**config.mk**
```make
export PLATFORM = sky130hd
export DESIGN_NAME = eralu_iter
export DESIGN_NICKNAME = d
export VERILOG_FILES = /design/src/rtl/eralu_pkg.sv /design/src/rtl/eralu_iter.sv
export SDC_FILE = /design/constraint.sdc
export NUM_CORES = 1
export LEC_CHECK = 0
export BUFFER_PORTS_ARGS = -buffer_cell sky130_fd_sc_hd__buf_2
export CAP_MARGIN = 5
export CORE_ASPECT_RATIO = 1.5
export CORE_MARGIN = 1
export CORE_UTILIZATION = 52
export DETAILED_ROUTE_END_ITERATION = 10
export PLACE_DENSITY = 0.78
export SYNTH_ARGS = -nofsm -noshare
export SYNTH_HDL_FRONTEND = slang
export SYNTH_SLANG_ARGS = --single-unit
export TNS_END_PERCENT = 20
```
**constraint.sdc**
```tcl
create_clock -name clk -period 2.8 [get_ports clk]
set_input_delay 0.42 -clock clk [delete_from_list [all_inputs] [get_ports clk]]
set_output_delay 0.42 -clock clk [all_outputs]
set_load 0.005 [all_outputs]
```
**src/rtl/eralu_pkg.sv**
```systemverilog
// Package: operation codes, flag bit positions, sizes, states and iterative-unit types for the eight-register ALU.
`default_nettype none
package eralu_pkg;
    localparam int MEM_WORDS = 65536;
    localparam int MEM_AW = $clog2(MEM_WORDS);

    typedef enum logic [2:0] {
        OP_FETCH = 3'd0,
        OP_STORE = 3'd1,
        OP_ADD   = 3'd2,
        OP_SUB   = 3'd3,
        OP_MUL   = 3'd4,
        OP_DIV   = 3'd5,
        OP_MOD   = 3'd6,
        OP_LEAQ  = 3'd7
    } op_t;

    localparam int FLAG_ZERO  = 0;
    localparam int FLAG_SIGN  = 1;
    localparam int FLAG_CARRY = 2;
    localparam int FLAG_OVF   = 3;

    typedef enum logic [2:0] {
        ST_IDLE,
        ST_READ,
        ST_OPS,
        ST_ITER,
        ST_DONE
    } state_t;

    typedef struct packed {
        logic        start;
        logic        is_div;
        logic [31:0] a;
        logic [31:0] b;
    } iter_req_t;

    typedef struct packed {
        logic        done;
        logic [31:0] prod;
        logic [31:0] quot;
        logic [31:0] rem;
    } iter_rsp_t;
endpackage
`default_nettype wire

```
**src/rtl/eralu_iter.sv**
```systemverilog
// Shared shift-add multiplier and shift-subtract divider, one bit per cycle.
`default_nettype none
module eralu_iter
    import eralu_pkg::*;
(
    input  wire logic      clk,
    input  wire logic      rst_n,
    input  iter_req_t      req,
    output iter_rsp_t      rsp
);
    logic        busy_reg;
    logic        done_reg;
    logic [5:0]  count_reg;
    logic        div_reg;
    logic [31:0] a_reg;
    logic [31:0] b_reg;
    logic [31:0] acc_reg;
    logic [31:0] q_reg;
    logic [33:0] trial;
    logic [32:0] rem_shift;

    assign rem_shift = {acc_reg, q_reg[31]};
    assign trial = {1'b0, rem_shift} - {2'b00, b_reg};

    always_ff @(posedge clk or negedge rst_n)
    begin
        if (!rst_n)
        begin
            busy_reg  <= 1'b0;
            count_reg <= '0;
            done_reg  <= 1'b0;
        end
        else
        begin
            done_reg <= 1'b0;
            if (req.start)
            begin
                busy_reg  <= 1'b1;
                count_reg <= 6'd32;
            end
            else if (busy_reg)
            begin
                count_reg <= count_reg - 6'd1;
                if (count_reg == 6'd1)
                begin
                    busy_reg <= 1'b0;
                    done_reg <= 1'b1;
                end
            end
        end
    end

    always_ff @(posedge clk)
    begin
        if (req.start)
        begin
            div_reg <= req.is_div;
            a_reg   <= req.a;
            b_reg   <= req.b;
            acc_reg <= '0;
            q_reg   <= req.a;
        end
        else if (busy_reg)
        begin
            if (div_reg)
            begin
                if (!trial[33])
                    acc_reg <= trial[31:0];
                else
                    acc_reg <= rem_shift[31:0];
                q_reg <= {q_reg[30:0], ~trial[33]};
            end
            else
            begin
                acc_reg <= (b_reg[0] ? acc_reg + a_reg : acc_reg);
                a_reg   <= {a_reg[30:0], 1'b0};
                b_reg   <= {1'b0, b_reg[31:1]};
            end
        end
    end

    assign rsp.done = done_reg;
    assign rsp.prod = acc_reg;
    assign rsp.quot = (b_reg == '0) ? '0 : q_reg;
    assign rsp.rem  = (b_reg == '0) ? '0 : acc_reg;
endmodule
`default_nettype wire

```
; Yosys cells after proc, flatten, opt, wreduce, memory -nomap -nowiden
; Cells that the tools add are included.
[word_totals]
reg_bits = 137
in_bits = 68
output_inout_bits = 97
[classes]
add_sub_neg = 3
eq_ne = 2
mux = 22
n_bitwise = 1
n_reduce_logical = 7
[ops]
columns = op, n
row1 = 2-to-1 mux 32 bit, 14
row2 = subtractor 33 x 32 -> 34 bit, 1
row3 = adder 32 bit, 1
row4 = logical NOT 32 bit, 1
row5 = 2-to-1 mux 6 bit, 2
row6 = == test 6 x 1 -> 1 bit (second input constant), 1
row7 = 2-to-1 mux 1 bit, 6
row8 = AND reduction 2 bit, 3
row9 = nonzero test 2 bit, 3
row10 = subtractor 6 x 1 -> 6 bit (second input constant), 1
row11 = inequality test 2 bit (second input constant), 1
row12 = NOT 1 bit, 1

; Longest topological paths before layout
[logic_depth]
ltp_word = 5
mapped_depth = 13
ltp_nobuf = 13

; Worst setup path before layout
; OpenSTA, ideal clock, no wires.
[synth_timing]
path_kind = flip-flop to flip-flop
startpoint = register q_reg[31]
endpoint = register acc_reg[26]
setup_time_ps = 74
t_arrival_ps = 2821
t_required_ps = 2726
setup_slack_ps = -95
stages_incl_launch_ff = 14
period_less_slack_ps = 2895
path_cell_list = edfxtp_1 > inv_1 > ha_1 > inv_1 > fa_1 > a211oi_2 > o21ai_2 > a2111oi_2 > or4_4 > a41oi_2 > a41oi_2 > xnor2_1 > nand3_1 > a31oi_1
[synth_via]
elab_chain_len = 3
[synth_rtl]
columns = item, line
row1 = start: declaration, eralu_iter.sv:18  ; logic [31:0] q_reg;
row2 = start signal: assignment, eralu_iter.sv:61  ; q_reg <= req.a;
row3 = start signal: assignment, eralu_iter.sv:71  ; q_reg <= {q_reg[30:0], ~trial[33]};
row4 = subtractor 33 x 32 -> 34 bit, eralu_iter.sv:23  ; assign trial = {1'b0, rem_shift} - {2'b00, b_reg};
row5 = 2-to-1 mux 32 bit, eralu_iter.sv:67  ; if (!trial[33])
row6 = 2-to-1 mux 32 bit, eralu_iter.sv:65  ; if (div_reg)
row7 = end signal: assignment, eralu_iter.sv:68  ; acc_reg <= trial[31:0];
row8 = end signal: assignment, eralu_iter.sv:70  ; acc_reg <= rem_shift[31:0];
row9 = end signal: assignment, eralu_iter.sv:75  ; acc_reg <= (b_reg[0] ? acc_reg + a_reg : acc_reg);
row10 = end: declaration, eralu_iter.sv:17  ; logic [31:0] acc_reg;
; No other way between the ends.
; A chain may end at the register's enable or synchronous reset.

; Worst setup path after layout
[layout_timing]
startpoint = register q_reg[31]
endpoint = register acc_reg[30]
; The elaborated chain is that of the path after synthesis.

==> summary.txt <==
Outcome
  • Outcome: finished, violations left
  • Failing checks: setup timing

STA
  • Max_slew headroom: 0.5048
  • Min cycle time layout: approximately 2.9 ns
  • Clock skew: approximately 0.007 ns
  • Final WS setup: -0.1367 ns
  • Share of the clock period used by the worst path: 1.049
  • Worst-Margin Slew: around 0.74 ns
  • Final hold violations: 0
  • Setup-failing EPs final: 14
  • Max Freq: ~340 MHz
  • Unrepaired setup endpoints after global routing: yes
  • WHS: around 0.19 ns
  • Max Slew Vio Count: 0
  • Setup TNS: -0.7027 ns

Critical path
  • RR Startpoint: q_reg[31]
  • Startpoint Class: register
  • Worst R2R Path Depth: 13
  • Kind of end point of the critical path: register
  • Crit Reg-Reg Endpoint: acc_reg[30]
  • WP data required: between 3 and 4 ns
  • WP data arrival: ~3.2 ns
  • R2R setup slack: -0.14 ns
  • WS Path Type: register to register
  • Critical-path maximum fanout: 3

Synthesis
  • Mux contribution to synthesized area: 0.01702
  • Largest cells by area after synthesis: edfxtp_1 30%, ha_1 8.3%, o21ai_0 7.2%, dfxtp_1 6.5%, nand2_1 4.8%
  • Post-Synth Simple-Gate Area: 0.1655
  • Synth Area in Compound Gates: 0.2361
  • Top cells by count, synth: 142 x o21ai_0, 125 x nand2_1, 120 x inv_1
  • Top-area cell type share of the netlist area: 0.2956
  • Synth async-reset ratio: 0.05839
  • Synth Flop Type: edfxtp_1
  • Cell taking the most area after synthesis: edfxtp_1
  • Synth Area in XOR/XNOR: 0.04711
  • Sequential element share of the synthesized area: 0.3810
  • Avg Inst Size Synth: roughly 8.5 um^2
  • Post-synth net total: ~1,300
  • Synth Cell Area: a little under 0.01 mm^2
  • Most common cell in the synthesized netlist: o21ai_0
  • Adder-Cell Fraction of Synth Area: 0.08660
  • Yosys warns: 0
  • Number of enable flip-flop cells after synthesis: just under 100
  • #FFs+latches synth: between 100 and 150
  • Largest family of logic cells by synthesized area: compound AO/OA/AOI/OAI gates
  • Syn Inst Count: between 1,000 and 1,500
  • Synth unique cells: 77

Hold path
  • Hold Path Stages: 1
  • Worst hold path startpoint: req[64]
  • Hold Path Class: input port to register
  • Hold EP: div_reg

Global routing
  • Vias in the first global route: just under 9,000
  • Initial antenna violation count: 0
  • Largest net degree at the start of global routing: 104
  • First-pass GRT wire length: 43,850 um
  • Grt total ovfl: 0
  • Total Routing Usage GR: 0.2871

Power
  • Cell leakage power: a little under 0.006 uW
  • PD cells: roughly 1000 mW/mm^2
  • Peak supply drop: about 0.48 mV

Floorplan
  • Row count: 61
  • Total Die Area: 0.01951 mm^2
  • Die Span Y: between 150 and 200 um
  • Initial Util: 0.5313
  • Die Wd: around 110 um
  • CORE AREA: 0.01855 mm^2
  • # IOs: around 170

Final layout
  • Antenna cell count: 0
  • Final instance area: between 0.01 and 0.015 mm^2
  • Final #Nets: 1,547
  • Area delta synth->final: 28.51%
  • Share of layout cells above drive strength 1: 0.2681

Placed design
  • Hpwl dp: around 21,000 um
  • Dpl ws: -0.3305 ns
  • Gpl congestion: 0.8871
  • Port buffer count: between 150 and 200
  • Placed instance area: around 0.012 mm^2

Detailed routing
  • Initial drt markers: roughly 540
  • Drt total wl: roughly 28,000 um
  • Routed length per instance: between 15 and 20 um
  • Drt drc: 0
  • Total vias in the final route: between 9,000 and 10,000
  • ANT nets after route: 0
  • Avg Vias per Cell: between 5 and 6
  • DRT Pass-1 Iters: 5

Flow run
  • Max Cap Viol: 0

CTS
  • Cts bufs inserted: 17
  • Largest buffer count on any clock path: 2
  • Root buffer selected by CTS: clkbuf_16
  • CTS H-tree depth: 4
  • Clk sinks: ~140
  • Clock latency on the worst-skew pair: ~0.42 ns
  • Reg clk slew, reported paths: 0.06 ns
  • TritonCTS clock tree: yes
[cell families (layout without fill, tap and decap cells)]
kind of cell | Yosys count | count (layout)
xor+xnor | 53 | 53
simple gates | 352 | 352
flops | 137 | 137
compound gates | 364 | 364
buf+inv | 171 | 436
mux | 16 | 16
fa+ha+maj | 67 | 67
[final cells by class]
class / instances / area (um^2)
timing repair buffer: 283 / 1805
inverter: 121 / 454.2
tap: 252 / 315.3
multi-input combinational: 852 / 5697
clock buffer: 19 / 432.9
clock inverter: 13 / 201.4
sequential: 137 / 3756
fill: 1506 / 5884
[repair_timing]
action,4_1_cts,5_1_grt
setup buffers,3,6
hold endpoints to repair,8,0
setup endpoints to repair,78,56
pin swaps,28,30
hold buffers,1,0
gates resized for setup,20,32
[worst max-delay path by stage]
| stage | slack [ns] | startpoint | to | cells after the start |
|---|---|---|---|---|
| 2_1_floorplan | 0.002 | div_reg | a_reg[0] | 4 |
| 3_3_place_gp | -0.27 | q_reg[31] | acc_reg[28] | 13 |
| 3_5_place_dp | -0.33 | q_reg[31] | acc_reg[28] | 13 |
| 4_1_cts | -0.18 | q_reg[31] | acc_reg[28] | 13 |
| 5_1_grt | -0.29 | q_reg[31] | acc_reg[28] | 13 |
| 6_report | -0.14 | q_reg[31] | acc_reg[30] | 13 |
[through the flow]
step / total power (uW) / instances / util
floorplan: 7497 / 1160 / -
global placement: 10010 / 1635 / 0.6304
detailed placement: 10100 / 1635 / 0.6304
CTS: 12740 / 1671 / 0.6703
global route: 14070 / 1677 / 0.6827
finish: 13180 / 1677 / 0.6827
[power by group]
group	total (uW)	leakage (uW)	internal, uW	switching (uW)
clock	2430	0.000306	1570	860
sequential	3050	0.00138	2640	413
combinational	7700	0.00426	3690	4010
[cells in the final DEF, fill, tap and decap left out, types with 8 or more instances in the layout]
| cell | n |
|---|---|
| a211oi_1 | 10 |
| a21o_1 | 27 |
| a21oi_1 | 62 |
| a31oi_1 | 13 |
| buf_2 | 163 |
| buf_4 | 110 |
| clkbuf_16 | 17 |
| dfrtp_1 | 8 |
| dfxtp_1 | 30 |
| edfxtp_1 | 97 |
| ha_1 | 60 |
| inv_1 | 116 |
| mux2i_1 | 10 |
| nand2_1 | 125 |
| nand3_1 | 15 |
| nand4_1 | 12 |
| nor2_1 | 95 |
| nor2b_1 | 39 |
| nor3_1 | 16 |
| nor4_1 | 10 |
| o211ai_1 | 12 |
| o21a_1 | 14 |
| o21ai_0 | 139 |
| xnor2_1 | 30 |
| xor2_1 | 19 |
[worst max-delay path, cell delays in order, from the launching register on]
cell       delay [ns]
edfxtp_1         0.37
inv_2            0.09
ha_4             0.13
inv_2            0.03
fa_2             0.36
a211oi_4         0.27
o21ai_4          0.13
a2111oi_4        0.41
or4_4            0.21
a41oi_4          0.10
a41oi_2          0.31
o21ai_2          0.10
xnor2_2          0.16
o22ai_1          0.09
[per-layer routing]
| metal | global-route usage | share of wire | vias to the layer above |
|---|---|---|---|
| met2 | 0.4941 | 0.48 | 351 |
| met4 | 0.1237 | 0.035 | 0 |
| met5 | 0 | 0 | - |
| li1 | - | - | 4622 |
| met1 | 0.3643 | 0.43 | 4312 |
| met3 | 0.02940 | 0.052 | 64 |
Power figures use the tool's default switching activity.
